==> config.mk <==
export PLATFORM = sky130hd
export DESIGN_NAME = rc_channel_normalizer
export DESIGN_NICKNAME = d
export VERILOG_FILES = /design/src/hw/rtl/rcn_pkg.sv /design/src/hw/rtl/rcn_front.sv /design/src/hw/rtl/rcn_queue.sv /design/src/hw/rtl/rcn_back.sv /design/src/hw/rtl/rc_channel_normalizer.sv
export SDC_FILE = /design/constraint.sdc
export NUM_CORES = 1
export LEC_CHECK = 0
export ABC_AREA = 1
export BUFFER_PORTS_ARGS = -buffer_cell sky130_fd_sc_hd__buf_4
export CAP_MARGIN = 0
export CORE_MARGIN = 4
export CORE_UTILIZATION = 51
export CTS_CLUSTER_DIAMETER = 120
export DETAILED_ROUTE_END_ITERATION = 12
export PLACE_DENSITY = 0.79
export SLEW_MARGIN = 20
export SYNTH_ARGS = -nofsm -noshare
export SYNTH_HDL_FRONTEND = slang
export SYNTH_HIERARCHICAL = 1
export SYNTH_SLANG_ARGS = --single-unit
==> constraint.sdc <==
create_clock -name clk -period 6.6 [get_ports clk]
set_clock_uncertainty 0.15 [all_clocks]
set_input_delay 1.32 -clock clk [delete_from_list [all_inputs] [get_ports clk]]
set_output_delay 1.32 -clock clk [all_outputs]
set_load 0.02 [all_outputs]
==> src/hw/rtl/rcn_pkg.sv <==
// Shared types and constants of the radio channel normalizer.
package rcn_pkg;

  // Fixed channel layout of the radio link
  localparam int CHANNEL_COUNT = 16;
  localparam int STICK_COUNT   = 4;
  localparam logic [5:0] CH_LIM    = 6'(CHANNEL_COUNT);
  localparam logic [4:0] STICK_LIM = 5'(STICK_COUNT);

  localparam logic [14:0] Q_ONE   = 15'd16384;
  localparam logic [16:0] AGE_MAX = 17'h1FFFF;

  // Quotient bits below full scale; one per divider step
  localparam int DIV_STEPS = 14;

  // Queue between front and back
  localparam int QDEPTH = 2;

  typedef enum logic [2:0] {
    REG_STICK_MIN = 3'd0,
    REG_STICK_MID = 3'd1,
    REG_STICK_MAX = 3'd2,
    REG_AUX_MIN   = 3'd3,
    REG_AUX_MID   = 3'd4,
    REG_AUX_MAX   = 3'd5,
    REG_DEADZONE  = 3'd6,
    REG_TIMEOUT   = 3'd7
  } reg_idx_t;

  typedef struct packed {
    logic        func;
    logic [3:0]  channel_index;
    logic [10:0] raw_value;
    logic        frame_failsafe;
    logic        frame_lost_flag;
    logic        last_channel;
  } item_t;

  typedef struct packed {
    logic [3:0]         out_channel;
    logic [10:0]        raw_echo;
    logic signed [15:0] norm_value;
    logic               signal_valid;
    logic               failsafe_state;
    logic               lost_state;
    logic [31:0]        frames_received;
  } result_t;

  typedef struct packed {
    logic        signal_valid;
    logic        failsafe_state;
    logic        lost_state;
    logic [31:0] frames_received;
  } status_t;

  // One classified item on its way from front to back
  typedef struct packed {
    logic        func;
    logic [3:0]  channel;
    logic [10:0] raw;
    logic        stick;
    status_t     status;
  } work_t;

  typedef struct packed {
    logic [10:0] lo;
    logic [10:0] mid;
    logic [10:0] hi;
  } cal_t;

  typedef struct packed {
    cal_t        stick;
    cal_t        aux;
    logic [14:0] deadzone;
  } cfg_t;

endpackage

==> src/hw/rtl/rcn_front.sv <==
// Front end: accepts items, tracks link state and classifies channels.
module rcn_front (
  input  logic           clk,
  input  logic           rst,
  input  logic           item_valid,
  output logic           item_ready,
  input  rcn_pkg::item_t item,
  input  logic [15:0]    timeout_ticks,
  input  logic           queue_full,
  output logic           push,
  output rcn_pkg::work_t entry
);
  import rcn_pkg::*;

  logic        valid_flag, valid_flag_next;
  logic        failsafe_flag, failsafe_flag_next;
  logic        lost_flag, lost_flag_next;
  logic [31:0] frame_counter, frame_counter_next;
  logic [16:0] age_ticks, age_ticks_next;

  assign item_ready = !queue_full;
  assign push       = item_valid && item_ready;

  always_comb begin
    valid_flag_next    = valid_flag;
    failsafe_flag_next = failsafe_flag;
    lost_flag_next     = lost_flag;
    frame_counter_next = frame_counter;
    age_ticks_next     = age_ticks;
    if (item.func) begin
      if (age_ticks != AGE_MAX) age_ticks_next = age_ticks + 17'd1;
    end else if (item.last_channel) begin
      failsafe_flag_next = item.frame_failsafe;
      lost_flag_next     = item.frame_lost_flag;
      frame_counter_next = frame_counter + 32'd1;
      if (!item.frame_lost_flag) begin
        valid_flag_next = 1'b1;
        age_ticks_next  = '0;
      end
    end
    // timeout is checked after every item, value items included
    if (valid_flag_next && (age_ticks_next > {1'b0, timeout_ticks})) begin
      valid_flag_next    = 1'b0;
      failsafe_flag_next = 1'b1;
    end
  end

  always_comb begin
    entry.func    = item.func;
    entry.channel = item.channel_index;
    entry.raw     = item.raw_value;
    entry.stick   = ({1'b0, item.channel_index} < STICK_LIM) &&
                    ({2'b0, item.channel_index} < CH_LIM);
    entry.status.signal_valid    = valid_flag_next;
    entry.status.failsafe_state  = failsafe_flag_next;
    entry.status.lost_state      = lost_flag_next;
    entry.status.frames_received = frame_counter_next;
  end

  always_ff @(posedge clk) begin
    if (rst) begin
      valid_flag    <= 1'b0;
      failsafe_flag <= 1'b1;
      lost_flag     <= 1'b1;
      frame_counter <= '0;
      age_ticks     <= '0;
    end else if (push) begin
      valid_flag    <= valid_flag_next;
      failsafe_flag <= failsafe_flag_next;
      lost_flag     <= lost_flag_next;
      frame_counter <= frame_counter_next;
      age_ticks     <= age_ticks_next;
    end
  end

endmodule

==> src/hw/rtl/rcn_queue.sv <==
// Short FIFO between the front end and the back end.
module rcn_queue (
  input  logic           clk,
  input  logic           rst,
  input  logic           push,
  input  rcn_pkg::work_t push_data,
  input  logic           pop,
  output rcn_pkg::work_t pop_data,
  output logic           full,
  output logic           empty
);
  import rcn_pkg::*;

  localparam int PW = (QDEPTH > 1) ? $clog2(QDEPTH) : 1;

  work_t         slots [QDEPTH];
  logic [PW-1:0] wr_ptr, rd_ptr;
  logic [PW:0]   count;

  assign full     = (count == (PW+1)'(QDEPTH));
  assign empty    = (count == '0);
  assign pop_data = slots[rd_ptr];

  always_ff @(posedge clk) begin
    if (push) slots[wr_ptr] <= push_data;
  end

  always_ff @(posedge clk) begin
    if (rst) begin
      wr_ptr <= '0;
      rd_ptr <= '0;
      count  <= '0;
    end else begin
      if (push) wr_ptr <= (wr_ptr == PW'(QDEPTH-1)) ? '0 : wr_ptr + PW'(1);
      if (pop)  rd_ptr <= (rd_ptr == PW'(QDEPTH-1)) ? '0 : rd_ptr + PW'(1);
      if (push && !pop)      count <= count + (PW+1)'(1);
      else if (pop && !push) count <= count - (PW+1)'(1);
    end
  end

endmodule

==> src/hw/rtl/rcn_back.sv <==
// Back end: clamp, restoring divide, deadzone and result register.
module rcn_back (
  input  logic             clk,
  input  logic             rst,
  input  logic             q_empty,
  input  rcn_pkg::work_t   q_data,
  output logic             pop,
  input  rcn_pkg::cfg_t    cfg,
  output logic             result_valid,
  input  logic             result_ready,
  output rcn_pkg::result_t result
);
  import rcn_pkg::*;

  localparam int SW = $clog2(DIV_STEPS);

  typedef enum logic [3:0] {
    S_IDLE = 4'b0001,
    S_CALC = 4'b0010,
    S_DIV  = 4'b0100,
    S_DONE = 4'b1000
  } state_t;

  state_t      state;
  work_t       cur;
  logic [10:0] rem, den;
  logic [14:0] mag;
  logic        neg;
  logic [SW-1:0] step;

  // setup terms
  cal_t        cal;
  logic [10:0] r1, r2, num;
  logic [11:0] den_s;
  logic        below, above, den_ok, sat;

  // divider step
  logic [11:0] rem_sh, rem_dif;
  logic        fits;

  // output
  logic [14:0] mag_dz;
  logic [15:0] mag_ext;
  logic        load;

  always_comb begin
    cal    = cur.stick ? cfg.stick : cfg.aux;
    r1     = (cur.raw < cal.lo) ? cal.lo : cur.raw;
    r2     = (r1 > cal.hi) ? cal.hi : r1;   // max wins on inverted calibration
    below  = r2 < cal.mid;
    above  = r2 > cal.mid;
    num    = below ? (cal.mid - r2) : (r2 - cal.mid);
    den_s  = below ? ({1'b0, cal.mid} - {1'b0, cal.lo})
                   : ({1'b0, cal.hi} - {1'b0, cal.mid});
    den_ok = !den_s[11] && (den_s[10:0] != 11'd0);
    sat    = num >= den_s[10:0];
  end

  always_comb begin
    rem_sh  = {rem, 1'b0};
    fits    = rem_sh >= {1'b0, den};
    rem_dif = rem_sh - {1'b0, den};
  end

  always_comb begin
    mag_dz  = (mag < cfg.deadzone) ? '0 : mag;
    mag_ext = {1'b0, mag_dz};
    load    = (state == S_DONE) && (!result_valid || result_ready);
    pop     = (state == S_IDLE) && !q_empty;
  end

  always_ff @(posedge clk) begin
    if (rst) begin
      state <= S_IDLE;
    end else begin
      case (state)
        S_IDLE: begin
          if (!q_empty) state <= S_CALC;
        end
        S_CALC: begin
          if (cur.func || !(below || above) || !den_ok || sat) state <= S_DONE;
          else state <= S_DIV;
        end
        S_DIV: begin
          if (step == SW'(DIV_STEPS-1)) state <= S_DONE;
        end
        S_DONE: begin
          if (load) state <= S_IDLE;
        end
        default: state <= S_IDLE;
      endcase
    end
  end

  always_ff @(posedge clk) begin
    if (pop) cur <= q_data;
    if (state == S_CALC) begin
      neg  <= below ^ cur.stick;
      rem  <= num;
      den  <= den_s[10:0];
      step <= '0;
      if (cur.func || !(below || above)) mag <= '0;
      else if (!den_ok || sat)           mag <= Q_ONE;
      else                               mag <= '0;
    end
    if (state == S_DIV) begin
      rem  <= fits ? rem_dif[10:0] : rem_sh[10:0];
      mag  <= {mag[13:0], fits};
      step <= step + SW'(1);
    end
  end

  always_ff @(posedge clk) begin
    if (rst) result_valid <= 1'b0;
    else if (load) result_valid <= 1'b1;
    else if (result_ready) result_valid <= 1'b0;
  end

  always_ff @(posedge clk) begin
    if (load) begin
      result.out_channel     <= cur.func ? 4'd0 : cur.channel;
      result.raw_echo        <= cur.func ? 11'd0 : cur.raw;
      result.norm_value      <= neg ? 16'(-mag_ext) : mag_ext;
      result.signal_valid    <= cur.status.signal_valid;
      result.failsafe_state  <= cur.status.failsafe_state;
      result.lost_state      <= cur.status.lost_state;
      result.frames_received <= cur.status.frames_received;
    end
  end

endmodule

==> src/hw/rtl/rc_channel_normalizer.sv <==
// From acceptance an item passes the queue, back-end states idle and calc, the 14-step
// restoring divider for a value item that needs it (not for a tick or a value item
// at mid or full scale), done and the result register; the back end holds one item
// at a time; a 2-entry queue lets the front accept while a result waits to be taken.
// Reset (synchronous, active high): link state to invalid, failsafe and lost set, frame
// count and age zero, queue and result register empty, calibration to defaults.
module rc_channel_normalizer (
  input  logic             clk,
  input  logic             rst,
  input  logic             item_valid,
  output logic             item_ready,
  input  rcn_pkg::item_t   item,
  output logic             result_valid,
  input  logic             result_ready,
  output rcn_pkg::result_t result,
  input  logic             psel,
  input  logic             penable,
  input  logic             pwrite,
  input  logic [4:0]       paddr,
  input  logic [31:0]      pwdata,
  output logic [31:0]      prdata,
  output logic             pready
);
  import rcn_pkg::*;

  cfg_t        cfg;
  logic [15:0] timeout_ticks;
  reg_idx_t    reg_idx;
  logic        wr_en;

  logic        push, pop, q_full, q_empty;
  work_t       push_data, pop_data;

  assign pready  = 1'b1;
  assign reg_idx = reg_idx_t'(paddr[4:2]);
  assign wr_en   = psel && penable && pwrite && pready;

  always_ff @(posedge clk) begin
    if (rst) begin
      cfg.stick.lo  <= 11'd172;
      cfg.stick.mid <= 11'd992;
      cfg.stick.hi  <= 11'd1811;
      cfg.aux.lo    <= 11'd172;
      cfg.aux.mid   <= 11'd992;
      cfg.aux.hi    <= 11'd1811;
      cfg.deadzone  <= '0;
      timeout_ticks <= 16'd100;
    end else if (wr_en) begin
      case (reg_idx)
        REG_STICK_MIN: cfg.stick.lo  <= pwdata[10:0];
        REG_STICK_MID: cfg.stick.mid <= pwdata[10:0];
        REG_STICK_MAX: cfg.stick.hi  <= pwdata[10:0];
        REG_AUX_MIN:   cfg.aux.lo    <= pwdata[10:0];
        REG_AUX_MID:   cfg.aux.mid   <= pwdata[10:0];
        REG_AUX_MAX:   cfg.aux.hi    <= pwdata[10:0];
        REG_DEADZONE:  cfg.deadzone  <= pwdata[14:0];
        REG_TIMEOUT:   timeout_ticks <= pwdata[15:0];
        default: ;
      endcase
    end
  end

  always_comb begin
    case (reg_idx)
      REG_STICK_MIN: prdata = {21'd0, cfg.stick.lo};
      REG_STICK_MID: prdata = {21'd0, cfg.stick.mid};
      REG_STICK_MAX: prdata = {21'd0, cfg.stick.hi};
      REG_AUX_MIN:   prdata = {21'd0, cfg.aux.lo};
      REG_AUX_MID:   prdata = {21'd0, cfg.aux.mid};
      REG_AUX_MAX:   prdata = {21'd0, cfg.aux.hi};
      REG_DEADZONE:  prdata = {17'd0, cfg.deadzone};
      REG_TIMEOUT:   prdata = {16'd0, timeout_ticks};
      default:       prdata = '0;
    endcase
  end

  rcn_front u_front (
    .clk           (clk),
    .rst           (rst),
    .item_valid    (item_valid),
    .item_ready    (item_ready),
    .item          (item),
    .timeout_ticks (timeout_ticks),
    .queue_full    (q_full),
    .push          (push),
    .entry         (push_data)
  );

  rcn_queue u_queue (
    .clk       (clk),
    .rst       (rst),
    .push      (push),
    .push_data (push_data),
    .pop       (pop),
    .pop_data  (pop_data),
    .full      (q_full),
    .empty     (q_empty)
  );

  rcn_back u_back (
    .clk          (clk),
    .rst          (rst),
    .q_empty      (q_empty),
    .q_data       (pop_data),
    .pop          (pop),
    .cfg          (cfg),
    .result_valid (result_valid),
    .result_ready (result_ready),
    .result       (result)
  );

endmodule

==> results of run 1 <==
[through the flow]
stage / hold WS [ns] / setup WS (ns)
3_3_place_gp: 0.2534 / -0.1675
2_1_floorplan: 0.2503 / 0.2621
5_1_grt: 0.2686 / -0.2177
3_5_place_dp: 0.2545 / -0.4003
4_1_cts: 0.2636 / 0.01544
6_report: 0.2520 / 0.05270
[power breakdown]
group	internal, mW	switching [mW]
registers	3.49	0.310
logic	3.40	3.97
clock network	1.41	1.07
[what timing repair did]
| item | in CTS | in global routing |
|---|---|---|
| gates resized for setup | 39 | 142 |
| cloned | 4 | 2 |
| setup buffers | 11 | 14 |
| setup endpoints to repair | 3 | 3 |
| pin swaps | 11 | 42 |
[cell usage in the layout, fill, tap and decap left out, types with 24 or more instances in the layout]
| cell | Yosys | routed |
|---|---|---|
| sky130_fd_sc_hd__nand2_1 | 480 | 458 |
| sky130_fd_sc_hd__inv_1 | 361 | 352 |
| sky130_fd_sc_hd__nor2_1 | 292 | 282 |
| sky130_fd_sc_hd__buf_4 | 42 | 278 |
| sky130_fd_sc_hd__edfxtp_1 | 264 | 264 |
| sky130_fd_sc_hd__o21ai_0 | 204 | 186 |
| sky130_fd_sc_hd__dfxtp_1 | 159 | 158 |
| sky130_fd_sc_hd__nand3_1 | 146 | 142 |
| sky130_fd_sc_hd__ha_1 | 122 | 99 |
| sky130_fd_sc_hd__a21oi_1 | 105 | 90 |
| sky130_fd_sc_hd__nand4_1 | 77 | 77 |
| sky130_fd_sc_hd__xor2_1 | 53 | 52 |
| sky130_fd_sc_hd__mux2_4 | 50 | 50 |
| sky130_fd_sc_hd__clkbuf_16 | 0 | 45 |
| sky130_fd_sc_hd__nand2_2 | 18 | 34 |
| sky130_fd_sc_hd__nor3_1 | 31 | 29 |
| sky130_fd_sc_hd__or2_2 | 26 | 26 |
| sky130_fd_sc_hd__o21ai_1 | 28 | 24 |
[registers in the layout, summed over array words and instances (netlist names), 2 cells and up, named ones only]
name	cells
u_front/frame_counter	32
u_queue/slots	104
u_back/rem	11
u_back/den	11
u_front/age_ticks	17
u_queue/count	2
u_back/mag	15
timeout_ticks	16
u_back/result	66
u_back/step	4
cfg	81
u_back/state	4
u_back/cur	52
[routing by layer]
metal / GRT usage [%] / vias to the layer above / share of wire [%]
met3: 4.882 / 131 / 8.3
met5: 0.1955 / - / 0.020
met4: 6.820 / 2 / 2.5
met2: 39.09 / 811 / 46
met1: 33.26 / 9175 / 43
li1: - / 9385 / -
[worst max-delay path, delay by kind of cell (launching register included)]
kind            cells  cell delay, ns
buf+inv            12            1.50
simple gates       16            1.68
compound gates      5            0.60
flops               1            0.42
xor+xnor            1            0.23
fa+ha+maj           5            1.50
mux                 1            0.14
[layout make-up]
| cell class | count | area (sq um) |
|---|---|---|
| Tap cell | 600 | 750.7 |
| Timing Repair Buffer | 295 | 2278 |
| Clock inverter | 21 | 203.9 |
| Sequential cell | 423 | 11110 |
| Multi-Input combinational cell | 1786 | 11020 |
| Inverter | 379 | 1424 |
| Antenna cell | 1 | 2.502 |
| Fill cell | 3698 | 17540 |
| Clock buffer | 59 | 1239 |
[worst paths after layout]
| kind | to | from | cells past startpoint |
|---|---|---|---|
| worst max-delay path | u_back/mag[14] | u_back/cur[35] | 40 |
| worst min-delay path | u_back/result[6] | u_back/cur[6] | 0 |
| worst max register to register | u_back/mag[14] | u_back/cur[35] | 40 |
| worst min register to register | u_back/result[6] | u_back/cur[6] | 0 |
[logic make-up after synthesis]
kind of cell / after synthesis
buf+inv: 526
xor+xnor: 70
fa+ha+maj: 127
compound gates: 380
flops: 423
simple gates: 1129
other cells: 2
mux: 63
==> out/results.ini, run 1 <==
[clock_network]
root_buffer=sky130_fd_sc_hd__clkbuf_16
clockBufferDepth=3
clk_pin_slew_worst_paths_ns=0.06
cts.hold.buffers_added=0
htreeDepth=2
tritoncts=done
cts_buffers=44
clk_lat_worst_skew_ns=0.59
clock_sink_count=423

[timing]
max_freq_ghz=0.1527
unrepaired_setup_endpoints_after_global_routing=yes
summed_negative_setup_slack_over_all_endpoints_ns=0
final-max-slew-violation-count=0
worst_slew_margin_rel_pct=10.32
timing_worst_slew_pin_value_ns=1.331
min_period_over_period_pct=99.20
timing.final.hold_violations=0
period_minus_slack_ns=6.547
report.final.setup_viol=0

[power]
static-leakage-power_nw=12.45
power_density_nw_per_um2=486.6
report.power.total_mw=13.64
vdd.ir_drop.worst_mv=0.2723

[drt]
residual_drc_count=0
avgViaCountPerCell=5.473
via_count=19500
route.detailed.wl_per_inst_um=17.84
drt_iter0_drc=2022
drtAntennaViolNets=0
totalWireLength_um=63580
detail_route.first_pass.iterations=9

[layout]
layoutNonFillerInstCount=3564
post_route_cells_drive_above_1_share_pct=21.60
fin_nets=3119
syn_to_final_growth_pct=18.73
finalInstanceArea_sq_um=28030
fin_util_pct=61.51

[worst_setup_path]
timing.critical_path.from_type=flop
critical_path.max_fanout=8
regToRegSetupSlack_ns=0.05
crit_type=reg -> reg
crit_path_top_delay_cell=sky130_fd_sc_hd__edfxtp_1
crit_path_frequent_cell=sky130_fd_sc_hd__buf_4
critical_path_arrival_ns=6.72
worst-endpoint-required_ns=6.78
slowest_delay_ns=0.42
worst_setup_path_end_kind=flop

[yosys]
netlist_top_cells_area=sky130_fd_sc_hd__edfxtp_1 (34%), sky130_fd_sc_hd__dfxtp_1 (13%), sky130_fd_sc_hd__nand2_1 (7.6%)
synth_top_family_by_area=simple AND/OR/NAND/NOR gates
yosysWarnings=6
synth_async_sr_flop_share_pct=0
synthMostInstantiatedCell=sky130_fd_sc_hd__nand2_1
post_synth_inst_count=2720
netlist-cell-type-count=60
yosys.area.top_type_share_pct=33.58
synth_top_cell_by_area=sky130_fd_sc_hd__edfxtp_1
edff_count_synth=264
synth_mux_area_share_pct=3.742
postSynth.topFlopCell=sky130_fd_sc_hd__edfxtp_1
synth_xor_area_share_pct=2.597
ys_top_cells_by_count=sky130_fd_sc_hd__nand2_1 (480), sky130_fd_sc_hd__inv_1 (361), sky130_fd_sc_hd__nor2_1 (292)
synth_simple_gate_area_share_pct=21.39
syn_avg_cell_area_sq_um=8.680
synth_compound_area_share_pct=8.586
post_synth_instance_area_sq_um=23610
synth.yosys.seq_area_share_pct=47.06
post_synth_fa_ha_maj_area_fraction_pct=6.890
flop_and_latch_count_out_of_synthesis=423

[flow_run]
maxCapViolCount=0

[global_routing]
grt_max_degree=67
grt.total_usage_pct=24.17
globalRouteOverflowTotal=0
antenna_found_initial=2
first_global_vias=18630
grt_first_pass_wirelength_um=98130

[floorplanning]
design.portCount=164
die-width_um=223.2
floorplan.die.height_um=223.2
fp_rows=78
die-area_sq_um=49800
design.core.area_sq_um=45580
initial_utilization_pct=51.80

[placement]
port_buffers=128
place_hpwl_um=44560
placedCellCount=3453
placedInstanceArea_sq_um=25570
gpl.final_weighted_congestion=0.9526

[run_status]
status=complete, no violations

[worst_hold_path]
hold_path_class=reg -> reg

Note: power is estimated with default switching activity, not from simulation.
==> inputs of run 2 (changes only) <==
--- a/config.mk
+++ b/config.mk
@@ -6,13 +6,14 @@
 export NUM_CORES = 1
 export LEC_CHECK = 0
 export ABC_AREA = 1
-export BUFFER_PORTS_ARGS = -buffer_cell sky130_fd_sc_hd__buf_4
 export CAP_MARGIN = 0
 export CORE_MARGIN = 4
 export CORE_UTILIZATION = 51
+export CTS_BUF_LIST = sky130_fd_sc_hd__clkbuf_8 sky130_fd_sc_hd__clkbuf_16
 export CTS_CLUSTER_DIAMETER = 120
 export DETAILED_ROUTE_END_ITERATION = 12
-export PLACE_DENSITY = 0.79
+export DONT_BUFFER_PORTS = 1
+export PLACE_DENSITY = 0.73
 export SLEW_MARGIN = 20
 export SYNTH_ARGS = -nofsm -noshare
 export SYNTH_HDL_FRONTEND = slang
==> constraint.sdc (replaced) <==
create_clock -name clk -period 7.1 [get_ports clk]
set_clock_uncertainty 0.15 [all_clocks]
set_input_delay 1.42 -clock clk [delete_from_list [all_inputs] [get_ports clk]]
set_output_delay 1.42 -clock clk [all_outputs]
set_load 0.02 [all_outputs]
==> out/results.ini, run 2 (synthesized netlist as in run 1, its figures left out) <==
[power]
netSwitchingPower_mw=4.386  ; -18%
static-leakage-power_nw=11.49  ; -7.7%
report.power.total_mw=11.05  ; -19%
vdd.ir_drop.worst_mv=0.2644  ; -2.9%
switching_share_pct=39.70  ; +0.54 points
cell_internal_pwr_mw=6.661  ; -20%
clkPwrFrac_pct=20.6  ; +2.5 points
sequentialPowerShare_pct=31.9  ; +4.1 points
comb_power_share_pct=47.5  ; -6.5 points
power_density_nw_per_um2=425.3  ; -13%

[drt]
avgViaCountPerCell=5.516  ; +0.79%
residual_drc_count=0  ; unchanged
totalWireLength_um=61980  ; -2.5%
drtAntennaViolNets=0  ; unchanged
drt_iter0_drc=1727  ; -15%
via_count=18580  ; -4.8%
route.detailed.wl_per_inst_um=18.40  ; +3.2%
detail_route.first_pass.iterations=6  ; -3

[global_routing]
grt_first_pass_wirelength_um=95940  ; -2.2%
grt.total_usage_pct=23.86  ; -0.30 points
first_global_vias=17540  ; -5.9%
antenna_found_initial=0  ; -2
grt_max_degree=98  ; +46%
globalRouteOverflowTotal=0  ; unchanged

[clock_network]
root_buffer=sky130_fd_sc_hd__clkbuf_16
clk_lat_worst_skew_ns=0.61  ; +0.02 ns
tritoncts=done
cts.hold.buffers_added=0  ; unchanged
clock_sink_count=423  ; unchanged
htreeDepth=2  ; unchanged
cts_buffers=44  ; unchanged
clockBufferDepth=3  ; unchanged
clk_pin_slew_worst_paths_ns=0.07  ; about the same

[layout]
largest_register_ff_count=104  ; unchanged
registers_with_the_highest_flip_flop_counts=u_queue/slots (104), cfg (81), u_back/result (66)
layoutNonFillerInstCount=3368  ; -5.5%
fin_nets=2922  ; -6.3%
mostFrequentLayoutCell=sky130_fd_sc_hd__nand2_1
syn_to_final_growth_pct=10.02
fillCellCount=3987  ; +7.8%
most_flop_heavy_register=u_queue/slots
highest_count_cells_in_the_layout_ignoring_fill_and_taps=sky130_fd_sc_hd__nand2_1 (477), sky130_fd_sc_hd__inv_1 (372), sky130_fd_sc_hd__nor2_1 (286)
insertedDiodeCount=0  ; -1
post_route_cells_drive_above_1_share_pct=12.57  ; -9.0 points
fin_util_pct=56.99  ; -4.5 points

[floorplanning]
floorplan.die.height_um=223.2  ; unchanged
fp_rows=78  ; unchanged
design.portCount=164  ; unchanged
die-area_sq_um=49800  ; unchanged
initial_utilization_pct=51.80  ; unchanged
die-width_um=223.2  ; unchanged
design.core.area_sq_um=45580  ; unchanged

[placement]
placedCellCount=3275  ; -5.2%
gpl.final_weighted_congestion=0.9095  ; -4.5%
port_buffers=0  ; -100%
place_hpwl_um=44320  ; -0.55%

[worst_setup_path]
timing.critical_path.from_type=flop
crit_path_frequent_cell=sky130_fd_sc_hd__nand2_1
critical_path_arrival_ns=6.91  ; +0.19 ns
worst_setup_path_end_kind=flop
crit_path_top_delay_cell=sky130_fd_sc_hd__edfxtp_1
critical_path.max_fanout=18  ; +10
slowest_delay_ns=0.50  ; +0.08 ns
crit_type=reg -> reg
worst-endpoint-required_ns=7.29  ; +0.51 ns

[worst_hold_path]
hold_path_class=reg -> reg

[timing]
summed_negative_setup_slack_over_all_endpoints_ns=0  ; unchanged
min_period_over_period_pct=94.66  ; -4.5 points
max_freq_ghz=0.1488  ; -2.6%
period_minus_slack_ns=6.721  ; +0.1739 ns
timing_worst_slew_pin_value_ns=1.072  ; -0.2588 ns
report.final.setup_viol=0  ; unchanged
timing.final.hold_violations=0  ; unchanged
worst_slew_margin_rel_pct=27.75  ; +17 points
final-max-slew-violation-count=0  ; unchanged

[flow_run]
maxCapViolCount=0  ; unchanged

[run_status]
status=complete, no violations

==> run 2: cell count changes in the layout (fill, tap and decap cells not counted), sizes merged <==
cell / change
buf: -199
clkbuf: -10
clkinvlp: -2
diode: -1
inv: +16
==> run 2: metal layers <==
metal / vias up / track usage, % / wire length, um
li1: 8985 / - / -
met2: 641 / 37.98 / 27920
met1: 8834 / 33.35 / 27480
met5: - / 0 / 0
met4: 0 / 6.303 / 1503
met3: 117 / 5.158 / 5070
==> run 2: critical path, delay by kind of cell (launching register included) <==
family,cells,cell delay (ns)
AOI/OAI and AO/OA,9,1.24
xor gates and xnor gates,1,0.18
adders and majority gates,4,1.40
buffers and inverters,7,1.07
DFF,1,0.50
muxes,1,0.34
and+or+nand+nor,15,1.53
==> run 2: worst paths after layout <==
| path | from | endpoint | slack, ns | cells after the start |
|---|---|---|---|---|
| max | u_back/cur[35] | u_back/mag[14] | 0.38 | 37 |
| min | u_back/cur[0] | u_back/result[0] | 0.25 | 0 |
| max reg2reg | u_back/cur[35] | u_back/mag[14] | 0.38 | 37 |
| min reg2reg | u_back/cur[0] | u_back/result[0] | 0.25 | 0 |
==> run 2: timing repair <==
action	CTS	global route
endpoints found under the setup margin	0	3
gates resized for setup	0	39
buffers inserted	0	5
==> run 2: cell type report <==
cell class | instances | area, sq um | area share (%)
Tap cell | 600 | 750.7 | 2.890
Clock inverter | 35 | 292.8 | 1.127
Sequential cell | 423 | 11110 | 42.79
Timing Repair Buffer | 98 | 812.0 | 3.126
Multi-Input combinational cell | 1786 | 10430 | 40.14
Inverter | 379 | 1424 | 5.482
Clock buffer | 47 | 1154 | 4.441
==> run 2: power groups by stage <==
stage,sequential (mW),clock (mW),combinational (mW)
floorplan,3.43,0,3.34
global placement,3.56,0,4.83
detailed placement,3.57,0,4.94
CTS,3.53,2.32,4.97
global route,3.57,2.44,5.83
finish,3.53,2.27,5.25
==> run 2: through the flow <==
stage / cell area, sq um / hold slack, ns / worst slack (ns)
3_3_place_gp: 24260 / 0.2543 / 0.3953
2_1_floorplan: 23670 / 0.2503 / 0.7621
3_5_place_dp: 24260 / 0.2545 / 0.2419
5_1_grt: 25970 / 0.2660 / -0.03358
6_report: 25970 / 0.2481 / 0.3788
4_1_cts: 25710 / 0.2476 / 0.2184
